===== src/design/lpmv_pkg.sv =====
// Package for the lamp pattern mode voter.
// Holds sizes, class codes, lamp pattern constants and the vote unit control struct.
// Depends on nothing.
`timescale 1ns / 1ps

package lpmv_pkg;

	localparam int MODE_COUNT = 8;
	localparam int LAMP_COUNT = 16;
	localparam int MODE_W     = $clog2(MODE_COUNT);
	localparam int CNT_W      = 8;

	localparam logic [MODE_W-1:0] CLASS_BOOT    = 3'd0;
	localparam logic [MODE_W-1:0] CLASS_ATTRACT = 3'd1;
	localparam logic [MODE_W-1:0] CLASS_IDLE    = 3'd2;
	localparam logic [MODE_W-1:0] CLASS_ATTACK  = 3'd3;
	localparam logic [MODE_W-1:0] CLASS_TEST    = 3'd7;

	localparam logic [LAMP_COUNT-1:0] LIT_NONE  = 16'h0000;
	localparam logic [LAMP_COUNT-1:0] LIT_ALL   = 16'hffff;
	localparam logic [LAMP_COUNT-1:0] LIT_ALT_A = 16'hcccc;
	localparam logic [LAMP_COUNT-1:0] LIT_ALT_B = 16'h3333;
	localparam logic [LAMP_COUNT-1:0] LIT_ALT_C = 16'h6666;
	localparam logic [LAMP_COUNT-1:0] LIT_ALT_D = 16'h9999;

	localparam logic [CNT_W-1:0] LIMIT_RESET = 8'd64;

	typedef struct packed {
		logic              step;
		logic [MODE_W-1:0] sel;
	} vote_ctrl_t;

endpackage


===== src/design/lpmv_classify.sv =====
// Lamp pattern classifier for the mode voter.
// Inverts the active-low sample and maps the lit pattern to a class code.
// Depends on lpmv_pkg.
`timescale 1ns / 1ps

module lpmv_classify (
	input  logic [lpmv_pkg::LAMP_COUNT-1:0] lamp_lines,
	output logic [lpmv_pkg::MODE_W-1:0]     pattern_class
);
	import lpmv_pkg::*;

	logic [LAMP_COUNT-1:0] lit;
	logic                  single_lit;

	assign lit        = ~lamp_lines;
	assign single_lit = (lit != LIT_NONE) && ((lit & (lit - LAMP_COUNT'(1))) == LIT_NONE);

	always_comb begin
		if (lit == LIT_NONE) begin
			pattern_class = CLASS_IDLE;
		end else if (lit == LIT_ALL) begin
			pattern_class = CLASS_BOOT;
		end else if (lit == LIT_ALT_A || lit == LIT_ALT_B || lit == LIT_ALT_C
				|| lit == LIT_ALT_D) begin
			pattern_class = CLASS_ATTRACT;
		end else if (single_lit) begin
			pattern_class = CLASS_TEST;
		end else begin
			pattern_class = CLASS_ATTACK;
		end
	end

endmodule


===== src/design/lpmv_vote_unit.sv =====
// Vote counter bank with one shared read and saturating update port.
// The sequencer selects one counter per cycle and optionally writes back its update.
// Depends on lpmv_pkg.
`timescale 1ns / 1ps

module lpmv_vote_unit (
	input  logic                         clk,
	input  logic                         arst_n,
	input  lpmv_pkg::vote_ctrl_t         ctrl,
	input  logic [lpmv_pkg::MODE_W-1:0]  cls,
	input  logic [lpmv_pkg::CNT_W-1:0]   limit,
	output logic [lpmv_pkg::CNT_W-1:0]   cnt,
	output logic [lpmv_pkg::CNT_W-1:0]   cnt_next
);
	import lpmv_pkg::*;

	logic [CNT_W-1:0] counters_q [MODE_COUNT];

	assign cnt = counters_q[ctrl.sel];

	always_comb begin
		cnt_next = cnt;
		if (ctrl.sel == cls) begin
			if (cnt < limit) begin
				cnt_next = cnt + CNT_W'(1);
			end
		end else if (cnt != '0) begin
			cnt_next = cnt - CNT_W'(1);
		end
	end

	always_ff @(posedge clk or negedge arst_n) begin
		if (!arst_n) begin
			for (int k = 0; k < MODE_COUNT; k++) begin
				counters_q[k] <= '0;
			end
		end else if (ctrl.step) begin
			counters_q[ctrl.sel] <= cnt_next;
		end
	end

endmodule


===== src/design/led_pattern_mode_voter.sv =====
// Top level of the lamp pattern mode voter.
// Holds the sequencer, the limit register and the result register.
// Depends on lpmv_pkg, lpmv_classify and lpmv_vote_unit.
`timescale 1ns / 1ps

// A request is accepted while the sequencer is idle. Its result becomes valid after
// the sequencer has passed through its load state, which fetches the counter of the
// current mode, its walk state, which walks the eight vote counters through the single
// read and update port of the counter bank, and its final state, which loads the result
// register. The load waits while the previous result has not been taken. The sequencer
// is idle again once the result is loaded, and no request is accepted before then. A new
// request is taken even while the previous result waits to be taken.

module led_pattern_mode_voter (
	input  logic                         clk,
	input  logic                         arst_n,
	input  logic                         lamp_valid,
	output logic                         lamp_ready,
	input  logic [lpmv_pkg::LAMP_COUNT-1:0] lamp_lines,
	output logic                         result_valid,
	input  logic                         result_ready,
	output logic [lpmv_pkg::MODE_W-1:0]  pattern_class,
	output logic [lpmv_pkg::MODE_W-1:0]  active_mode,
	output logic                         mode_changed,
	input  logic                         vote_limit_we,
	input  logic [lpmv_pkg::CNT_W-1:0]   vote_limit
);
	import lpmv_pkg::*;

	typedef enum logic [1:0] {
		ST_IDLE,
		ST_LOAD,
		ST_WALK,
		ST_FIN
	} state_t;

	state_t            state_q;
	logic [MODE_W-1:0] idx_q;
	logic [MODE_W-1:0] cls_q;
	logic [MODE_W-1:0] mode_q;
	logic [MODE_W-1:0] best_q;
	logic [CNT_W-1:0]  best_val_q;
	logic [CNT_W-1:0]  limit_q;
	logic              result_valid_q;
	logic [MODE_W-1:0] pattern_class_q;
	logic [MODE_W-1:0] active_mode_q;
	logic              mode_changed_q;

	logic [MODE_W-1:0] cls_in;
	vote_ctrl_t        ctrl;
	logic [CNT_W-1:0]  cnt;
	logic [CNT_W-1:0]  cnt_next;

	lpmv_classify u_classify (
		.lamp_lines    (lamp_lines),
		.pattern_class (cls_in)
	);

	always_comb begin
		ctrl.step = (state_q == ST_WALK);
		ctrl.sel  = (state_q == ST_WALK) ? idx_q : mode_q;
	end

	lpmv_vote_unit u_vote (
		.clk      (clk),
		.arst_n   (arst_n),
		.ctrl     (ctrl),
		.cls      (cls_q),
		.limit    (limit_q),
		.cnt      (cnt),
		.cnt_next (cnt_next)
	);

	assign lamp_ready    = (state_q == ST_IDLE);
	assign result_valid  = result_valid_q;
	assign pattern_class = pattern_class_q;
	assign active_mode   = active_mode_q;
	assign mode_changed  = mode_changed_q;

	always_ff @(posedge clk or negedge arst_n) begin
		if (!arst_n) begin
			limit_q <= LIMIT_RESET;
		end else if (vote_limit_we) begin
			limit_q <= vote_limit;
		end
	end

	always_ff @(posedge clk or negedge arst_n) begin
		if (!arst_n) begin
			state_q        <= ST_IDLE;
			idx_q          <= '0;
			mode_q         <= CLASS_BOOT;
			best_q         <= CLASS_BOOT;
			best_val_q     <= '0;
			cls_q          <= CLASS_BOOT;
			result_valid_q <= 1'b0;
		end else begin
			if (result_valid_q && result_ready) begin
				result_valid_q <= 1'b0;
			end
			case (state_q)
				ST_IDLE: begin
					if (lamp_valid) begin
						cls_q   <= cls_in;
						state_q <= ST_LOAD;
					end
				end
				ST_LOAD: begin
					best_q     <= mode_q;
					best_val_q <= cnt;
					idx_q      <= '0;
					state_q    <= ST_WALK;
				end
				ST_WALK: begin
					if (best_q == idx_q) begin
						best_val_q <= cnt_next;
					end else if (cnt_next > best_val_q) begin
						best_q     <= idx_q;
						best_val_q <= cnt_next;
					end
					if (idx_q == MODE_W'(MODE_COUNT - 1)) begin
						state_q <= ST_FIN;
					end else begin
						idx_q <= idx_q + MODE_W'(1);
					end
				end
				ST_FIN: begin
					if (!result_valid_q || result_ready) begin
						pattern_class_q <= cls_q;
						active_mode_q   <= best_q;
						mode_changed_q  <= (best_q != mode_q);
						mode_q          <= best_q;
						result_valid_q  <= 1'b1;
						state_q         <= ST_IDLE;
					end
				end
				default: begin
					state_q <= ST_IDLE;
				end
			endcase
		end
	end

endmodule

===== config.mk =====
export PLATFORM = sky130hd
export DESIGN_NAME = led_pattern_mode_voter
export DESIGN_NICKNAME = d
export VERILOG_FILES = /design/src/design/lpmv_pkg.sv /design/src/design/lpmv_classify.sv /design/src/design/lpmv_vote_unit.sv /design/src/design/led_pattern_mode_voter.sv
export SDC_FILE = /design/constraint.sdc
export NUM_CORES = 1
export LEC_CHECK = 0
export ABC_AREA = 1
export BUFFER_PORTS_ARGS = -buffer_cell sky130_fd_sc_hd__buf_4
export CAP_MARGIN = 5
export CORE_UTILIZATION = 30
export CTS_CLUSTER_SIZE = 40
export DETAILED_ROUTE_END_ITERATION = 8
export SYNTH_ARGS = -nofsm -noshare
export SYNTH_HDL_FRONTEND = slang
export SYNTH_SLANG_ARGS = --single-unit

===== constraint.sdc =====
create_clock -name clk -period 4.6 [get_ports clk]
set_clock_uncertainty 0.2 [all_clocks]
set_input_delay 0.92 -clock clk [delete_from_list [all_inputs] [get_ports clk]]
set_output_delay 0.92 -clock clk [all_outputs]
set_load 0.005 [all_outputs]

# Word-level counts from Yosys, hierarchy flattened
# Index checks and enable logic that the tools add are counted.
[op_classes]
n_addsub = 4
n_eq_ne = 19
mux = 29
magnitude_cmp = 4
bitwise = 3
n_reduce_logical = 21
[ops]
columns = ["cell", "n"]
rows = [
  ["$bwmux W64", 1],
  ["$mux W8", 8],
  ["$eq A16 B16 Y1 const B", 3],
  ["$logic_not A16 Y1", 2],
  ["$bmux W8 S3", 1],
  ["$demux W8 S3", 1],
  ["$mux W3", 8],
  ["$and A16 B16 Y16", 1],
  ["$eq A16 B14 Y1 const B", 1],
  ["$eq A16 B15 Y1 const B", 1],
  ["$not A16 Y16", 1],
  ["$pmux W8 S2", 1],
  ["$reduce_bool A16 Y1", 1],
  ["$sub A16 B1 Y16 const B", 1],
  ["$pmux W3 S2", 2],
  ["$reduce_and A3 Y1", 3],
  ["$add A8 B1 Y8 const B", 1],
  ["$gt A8 B8 Y1", 1],
  ["$lt A8 B8 Y1", 1],
  ["$ne A2 B2 Y1 const B", 4],
  ["$pmux W2 S4", 1],
  ["$reduce_and A2 Y1", 4],
  ["$reduce_bool A8 Y1", 1],
  ["$sub A8 B1 Y8 const B", 1],
  ["other kinds (18)", 30],
]
[word_totals]
word_cells = 99
in_bits = 29
ff_bits = 102
out_inout_bits = 9

# Logic depth before layout (Yosys ltp)
[logic_depth]
depth_word = 13
depth_mapped = 35
ltp_nobuf = 33

# Hierarchy
# A second synthesis with hierarchy kept.
[hier_totals]
hier_cells = 950
area_unflattened_um2 = 6797.8
[by_module_without_submodules]
columns = ["mod", "instances", "area_each_um2", "cells_each"]
rows = [
  ["lpmv_vote_unit", 1, 4269.1, 607],
  ["led_pattern_mode_voter", 1, 1944.4, 204],
  ["lpmv_classify", 1, 584.3, 139],
]

# Worst setup path before layout
# OpenSTA, ideal clock, no wires.
[synth_path]
path_type = "reg2reg"
start = "register state_q[0]"
end = "register best_val_q[4]"
arrival_ps = 4261
path_slack_ps = 23
path_buffers = 2
setup_ps = 117
stages_incl_launch_ff = 30
path_cell_list = "dfrtp_1 inv_1 ha_1 buf_6 nand2_1 nand2_4 nor2_8 nand3_1 nand4_1 inv_1 ha_1 nand2_1 nor2_1 a211oi_2 nand2_2 nand2_1 nand3_1 nand2_2 inv_1 ha_1 a21oi_1 o21a_1 o221ai_1 o21ai_0 nand3_1 nand2_1 clkbuf_1 a21oi_1 nand2_1 nand2_1"
[synth_between]
elab_chain_cells = 12
elab_cells_between_ends = 22
[synth_lines]
columns = ["item", "line_no", "rtl"]
rows = [
  ["start, declared", "led_pattern_mode_voter.sv:37", "state_t state_q;"],
  ["start signal, assigned", "led_pattern_mode_voter.sv:90", "state_q <= ST_IDLE;"],
  ["start signal, assigned", "led_pattern_mode_voter.sv:105", "state_q <= ST_LOAD;"],
  ["start signal, assigned", "led_pattern_mode_voter.sv:112", "state_q <= ST_WALK;"],
  ["$eq A2 B2 Y1 (*)", "led_pattern_mode_voter.sv:61", "ctrl.sel = (state_q == ST_WALK) ? idx_q : mode_q;"],
  ["$mux W3 (*)", "led_pattern_mode_voter.sv:61", ""],
  ["$not A3 Y4 (implied by the code)", "lpmv_vote_unit.sv:19", "assign cnt = counters_q[ctrl.sel];"],
  ["$bmux W8 S3", "lpmv_vote_unit.sv:19", ""],
  ["$mux W8 (implied by the code) (2 in a row)", "lpmv_vote_unit.sv:19", ""],
  ["$sub A8 B1 Y8 (tied with other cells)", "lpmv_vote_unit.sv:28", "cnt_next = cnt - CNT_W'(1);"],
  ["$mux W8 (on tied branches)", "lpmv_vote_unit.sv:27, lpmv_vote_unit.sv:24", ""],
  ["$mux W8 (*)", "lpmv_vote_unit.sv:23", "if (ctrl.sel == cls) begin"],
  ["via cnt_next[1]", "led_pattern_mode_voter.sv:52", "logic [CNT_W-1:0] cnt_next;"],
  ["$gt A8 B8 Y1 (*)", "led_pattern_mode_voter.sv:117", "end else if (cnt_next > best_val_q) begin"],
  ["$ne A3 B1 Y1 (no source line) (*)", "-", ""],
  ["$reduce_and A2 Y1 (no source line) (*)", "-", ""],
  ["end signal, assigned", "led_pattern_mode_voter.sv:110", "best_val_q <= cnt;"],
  ["end signal, assigned", "led_pattern_mode_voter.sv:116", "best_val_q <= cnt_next;"],
  ["end signal, assigned", "led_pattern_mode_voter.sv:119", "best_val_q <= cnt_next;"],
  ["end, declared", "led_pattern_mode_voter.sv:42", "logic [CNT_W-1:0] best_val_q;"],
]
# The timed path passes the listed nets; every way through them passes the cells marked *. The select of a mux whose other input is x is not followed.
# A chain may end at the register's enable or synchronous reset.

# Final worst setup path
[layout_path]
start = "register state_q[0]"
end = "register best_q[2]"
[layout_between]
elab_chain_cells = 12
elab_cells_between_ends = 21
[layout_lines]
columns = ["item", "line_no", "rtl"]
rows = [
  ["$eq A2 B2 Y1 (*)", "led_pattern_mode_voter.sv:61", ""],
  ["$mux W3 (*)", "led_pattern_mode_voter.sv:61", ""],
  ["$not A3 Y4 (implied by the code)", "lpmv_vote_unit.sv:19", ""],
  ["$bmux W8 S3", "lpmv_vote_unit.sv:19", ""],
  ["$mux W8 (implied by the code) (2 in a row)", "lpmv_vote_unit.sv:19", ""],
  ["$sub A8 B1 Y8 (tied with other cells)", "lpmv_vote_unit.sv:28", ""],
  ["$mux W8 (on tied branches)", "lpmv_vote_unit.sv:27, lpmv_vote_unit.sv:24", ""],
  ["$mux W8 (*)", "lpmv_vote_unit.sv:23", ""],
  ["via cnt_next[3]", "led_pattern_mode_voter.sv:52", ""],
  ["$gt A8 B8 Y1 (*)", "led_pattern_mode_voter.sv:117", ""],
  ["$ne A2 B1 Y1 (no source line) (*)", "-", ""],
  ["$reduce_and A3 Y1 (no source line) (*)", "-", ""],
  ["end signal, assigned", "led_pattern_mode_voter.sv:109", "best_q <= mode_q;"],
  ["end signal, assigned", "led_pattern_mode_voter.sv:118", "best_q <= idx_q;"],
  ["end, declared", "led_pattern_mode_voter.sv:41", "logic [MODE_W-1:0] best_q;"],
]
# Marked as above.

==> metrics.md <==
| Metric | Value |
|---|---|
| Count of final setup violators | `0` |
| Worst r2r src | `state_q[0]` |
| Initial DRC count | `288` |
| CP arrival | `4.33 ns` |
| Synthesized flop and latch total | `102` |
| Synth Area in Adders | `0.0493` |
| Hpwl dp | `11,300 um` |
| Max-slew violation count | `0` |
| Port bufs | `37` |
| Routed WL per cell | `13.9 um` |
| Worst Path Class, Setup | `register to register` |
| Via Count | `5,205` |
| Routed Antenna Nets | `0` |
| Clock Latency Late Sink | `0.35 ns` |
| Synthesized Nets | `823` |
| Post-synth top area share | `0.386` |
| Die area | `20,900 um2` |
| Hold WS | `0.289 ns` |
| Starting Density | `0.310` |
| # diodes | `0` |
| Register area share after synthesis | `0.425` |
| DRC | `0` |
| Post-synthesis compound-gate area fraction | `0.110` |
| WL final | `15,500 um` |
| Final Hold Violating Endpoints | `0` |
| Synthesized area | `6090 um2` |
| CTS tree | `yes` |
| Largest family of logic cells by synthesized area | `simple AND/OR/NAND/NOR gates` |
| Post-synth top cells | `255 x nand2_1, 94 x dfrtp_1, 69 x o21ai_1` |
| Crit path max-delay family | `simple AND/OR/NAND/NOR gates` |
| Worst Hold Class | `register to register` |
| Cell variety after synth | `41` |
| Reg-to-Reg End | `best_q[2]` |
| Core footprint | `19,700 um2` |
| CP max-delay cell | `dfrtp_1` |
| Cell Rows | `51` |
| Share of cells above drive strength 1 | `0.202` |
| Syn avg cell area | `7.91 um2` |
| Final non-filler cell total | `1,110` |
| Ys async rst share | `0.931` |
| Post-synthesis cell count | `770` |
| R2R depth | `28` |
| First drt pass iteration count | `5` |
| Worst Hold Depth | `2` |
| Post-synthesis mux area share | `0.00185` |
| NumNets Final | `893` |
| Most used cell, CP | `nand2_1` |
| Slew @ Worst Pin | `0.797 ns` |
| Worst-path maximum fanout | `10` |
| Max-slew headroom | `0.468` |
| Via/cell ratio | `4.69` |
| Hold buffers post-CTS | `0` |
| H-tree depth | `3` |
| CTS buffer count | `9` |
| Non-Filler Cell Area, Final | `7360 um2` |
| Total grt overflow | `0` |
| Die X | `144 um` |
| Gpl congestion | `0.886` |
| Worst Path Buf+Inv | `5` |
| Reg2reg setup slack | `0.29 ns` |
| Yosys warns | `0` |
| Final worst path period share | `0.938` |
| Slowest Stage Delay on Critical Path | `0.36 ns` |
| Initial antenna violation count | `0` |
| First-pass GRT wire length | `25,200 um` |
| Fmax | `232 MHz` |
| Clock Sink Count | `102` |
| Hold Path Sink | `u_vote.counters_q[16]` |
| HP Start | `u_vote.counters_q[16]` |
| Area occupied by multi-input gates | `3250 um2` |
| Vias in the first global route | `4,782` |
| Synthesis-to-finish area growth | `20.9%` |
| Storage cell area | `2590 um2` |
| Ys flop type | `dfrtp_1` |
| CP Launch Type | `register` |
| Fill count | `2,108` |
| Final min period | `4.31 ns` |
| Yosys top cell by area | `dfrtp_1` |
| Gr usage total | `0.156` |
| Crit path depth | `28` |
| Most frequent cell after synthesis | `nand2_1` |
| Die height | `144 um` |
| Placed instance count | `1,082` |
| Status | `finished clean` |
| Critical Path RT | `4.62 ns` |
| Crit. End Element | `register` |
| Placed Area | `6810 um2` |
| Max cap viols | `0` |
| EDFF count, synth | `7` |
| Largest net degree at the start of global routing | `64` |
| Clk slew on worst S/H paths | `0.07 ns` |
| CTS root buffer | `clkbuf_16` |
| Critical Path Start | `state_q[0]` |
| Io pins | `38` |
| Top cells by area, synth | `dfrtp_1 39%, nand2_1 16%, o21ai_1 5.7%` |
| Post-Synth XOR/XNOR Area | `0.0230` |
| Clock Tree Buf Depth | `2` |
| Post-synthesis simple-gate area fraction | `0.332` |
-- cells by family (layout without fill, tap and decap cells) --
family	after synthesis	count (layout)
flip-flops	102	102
AND/OR/NAND/NOR	419	421
multiplexers	1	1
buffers and inverters	83	156
adder cells (fa/ha/maj)	24	24
XOR/XNOR	16	16
AO/OA/AOI/OAI	125	125
-- metrics by stage --
step	setup TNS, ns	utilization	setup WS (ns)
2_1_floorplan	0	-	0.0226
3_3_place_gp	0	0.346	0.189
3_5_place_dp	0	0.346	0.133
4_1_cts	0	0.364	0.107
5_1_grt	-0.00395	0.374	-0.00395
6_report	0	0.374	0.287
-- tightest hold or removal path, cell delays in order (launching register included) --
cell and delay [ns]:
dfrtp_1 0.34, nand2_1 0.05, o21ai_1 0.06
-- sequential cells by signal, indices dropped and copies added (netlist names) --
register,count
active_mode,3
best_q,3
best_val_q,8
cls_q,3
idx_q,3
limit_q,8
mode_changed,1
mode_q,3
pattern_class,3
result_valid,1
state_q,2
u_vote.counters_q,64
-- repair_timing --
item,in CTS,in global routing
gates resized for setup,0,28
setup endpoints to repair,0,11
endpoints found under the hold margin,0,0
setup buffers,0,9
-- worst max path at each step --
| stage | to | slack [ns] |
|---|---|---|
| global route | best_q[2] | -0.004 |
| detailed placement | best_val_q[7] | 0.13 |
| finish | best_q[2] | 0.29 |
| floorplan | best_val_q[4] | 0.02 |
| CTS | best_val_q[7] | 0.11 |
| global placement | best_val_q[5] | 0.19 |
-- per-layer routing --
layer | up-vias | routed length, um | track usage
li1 | 2665 | - | -
met1 | 2444 | 7640 | 0.219
met2 | 83 | 7160 | 0.247
met3 | 13 | 496 | 0.0285
met4 | 0 | 172 | 0.0382
met5 | - | 0 | 0
-- cell type report --
cell class | instances | share of cell area
timing repair buffer | 77 | 0.0813
clock inverter | 7 | 0.0163
inverter | 63 | 0.0332
sequential | 102 | 0.352
tap | 265 | 0.0451
clock buffer | 9 | 0.0306
multi-input combinational | 587 | 0.442
-- cell usage in the layout (no fill, tap or decap), types with 6 or more instances in the layout --
master	n
a21oi_1	19
buf_4	74
clkbuf_16	9
dfrtp_1	94
edfxtp_1	7
ha_1	22
inv_1	54
inv_2	8
nand2_1	250
nand2_2	24
nand2_4	11
nand3_1	60
nand3_2	8
nand4_1	7
nor2_1	31
nor2_8	8
nor3_1	6
o21ai_0	20
o21ai_1	70
xnor2_1	8
xor2_1	8
Power is not shown: default switching activity piles up to over one toggle a cycle in this logic, so the estimate is an artifact.
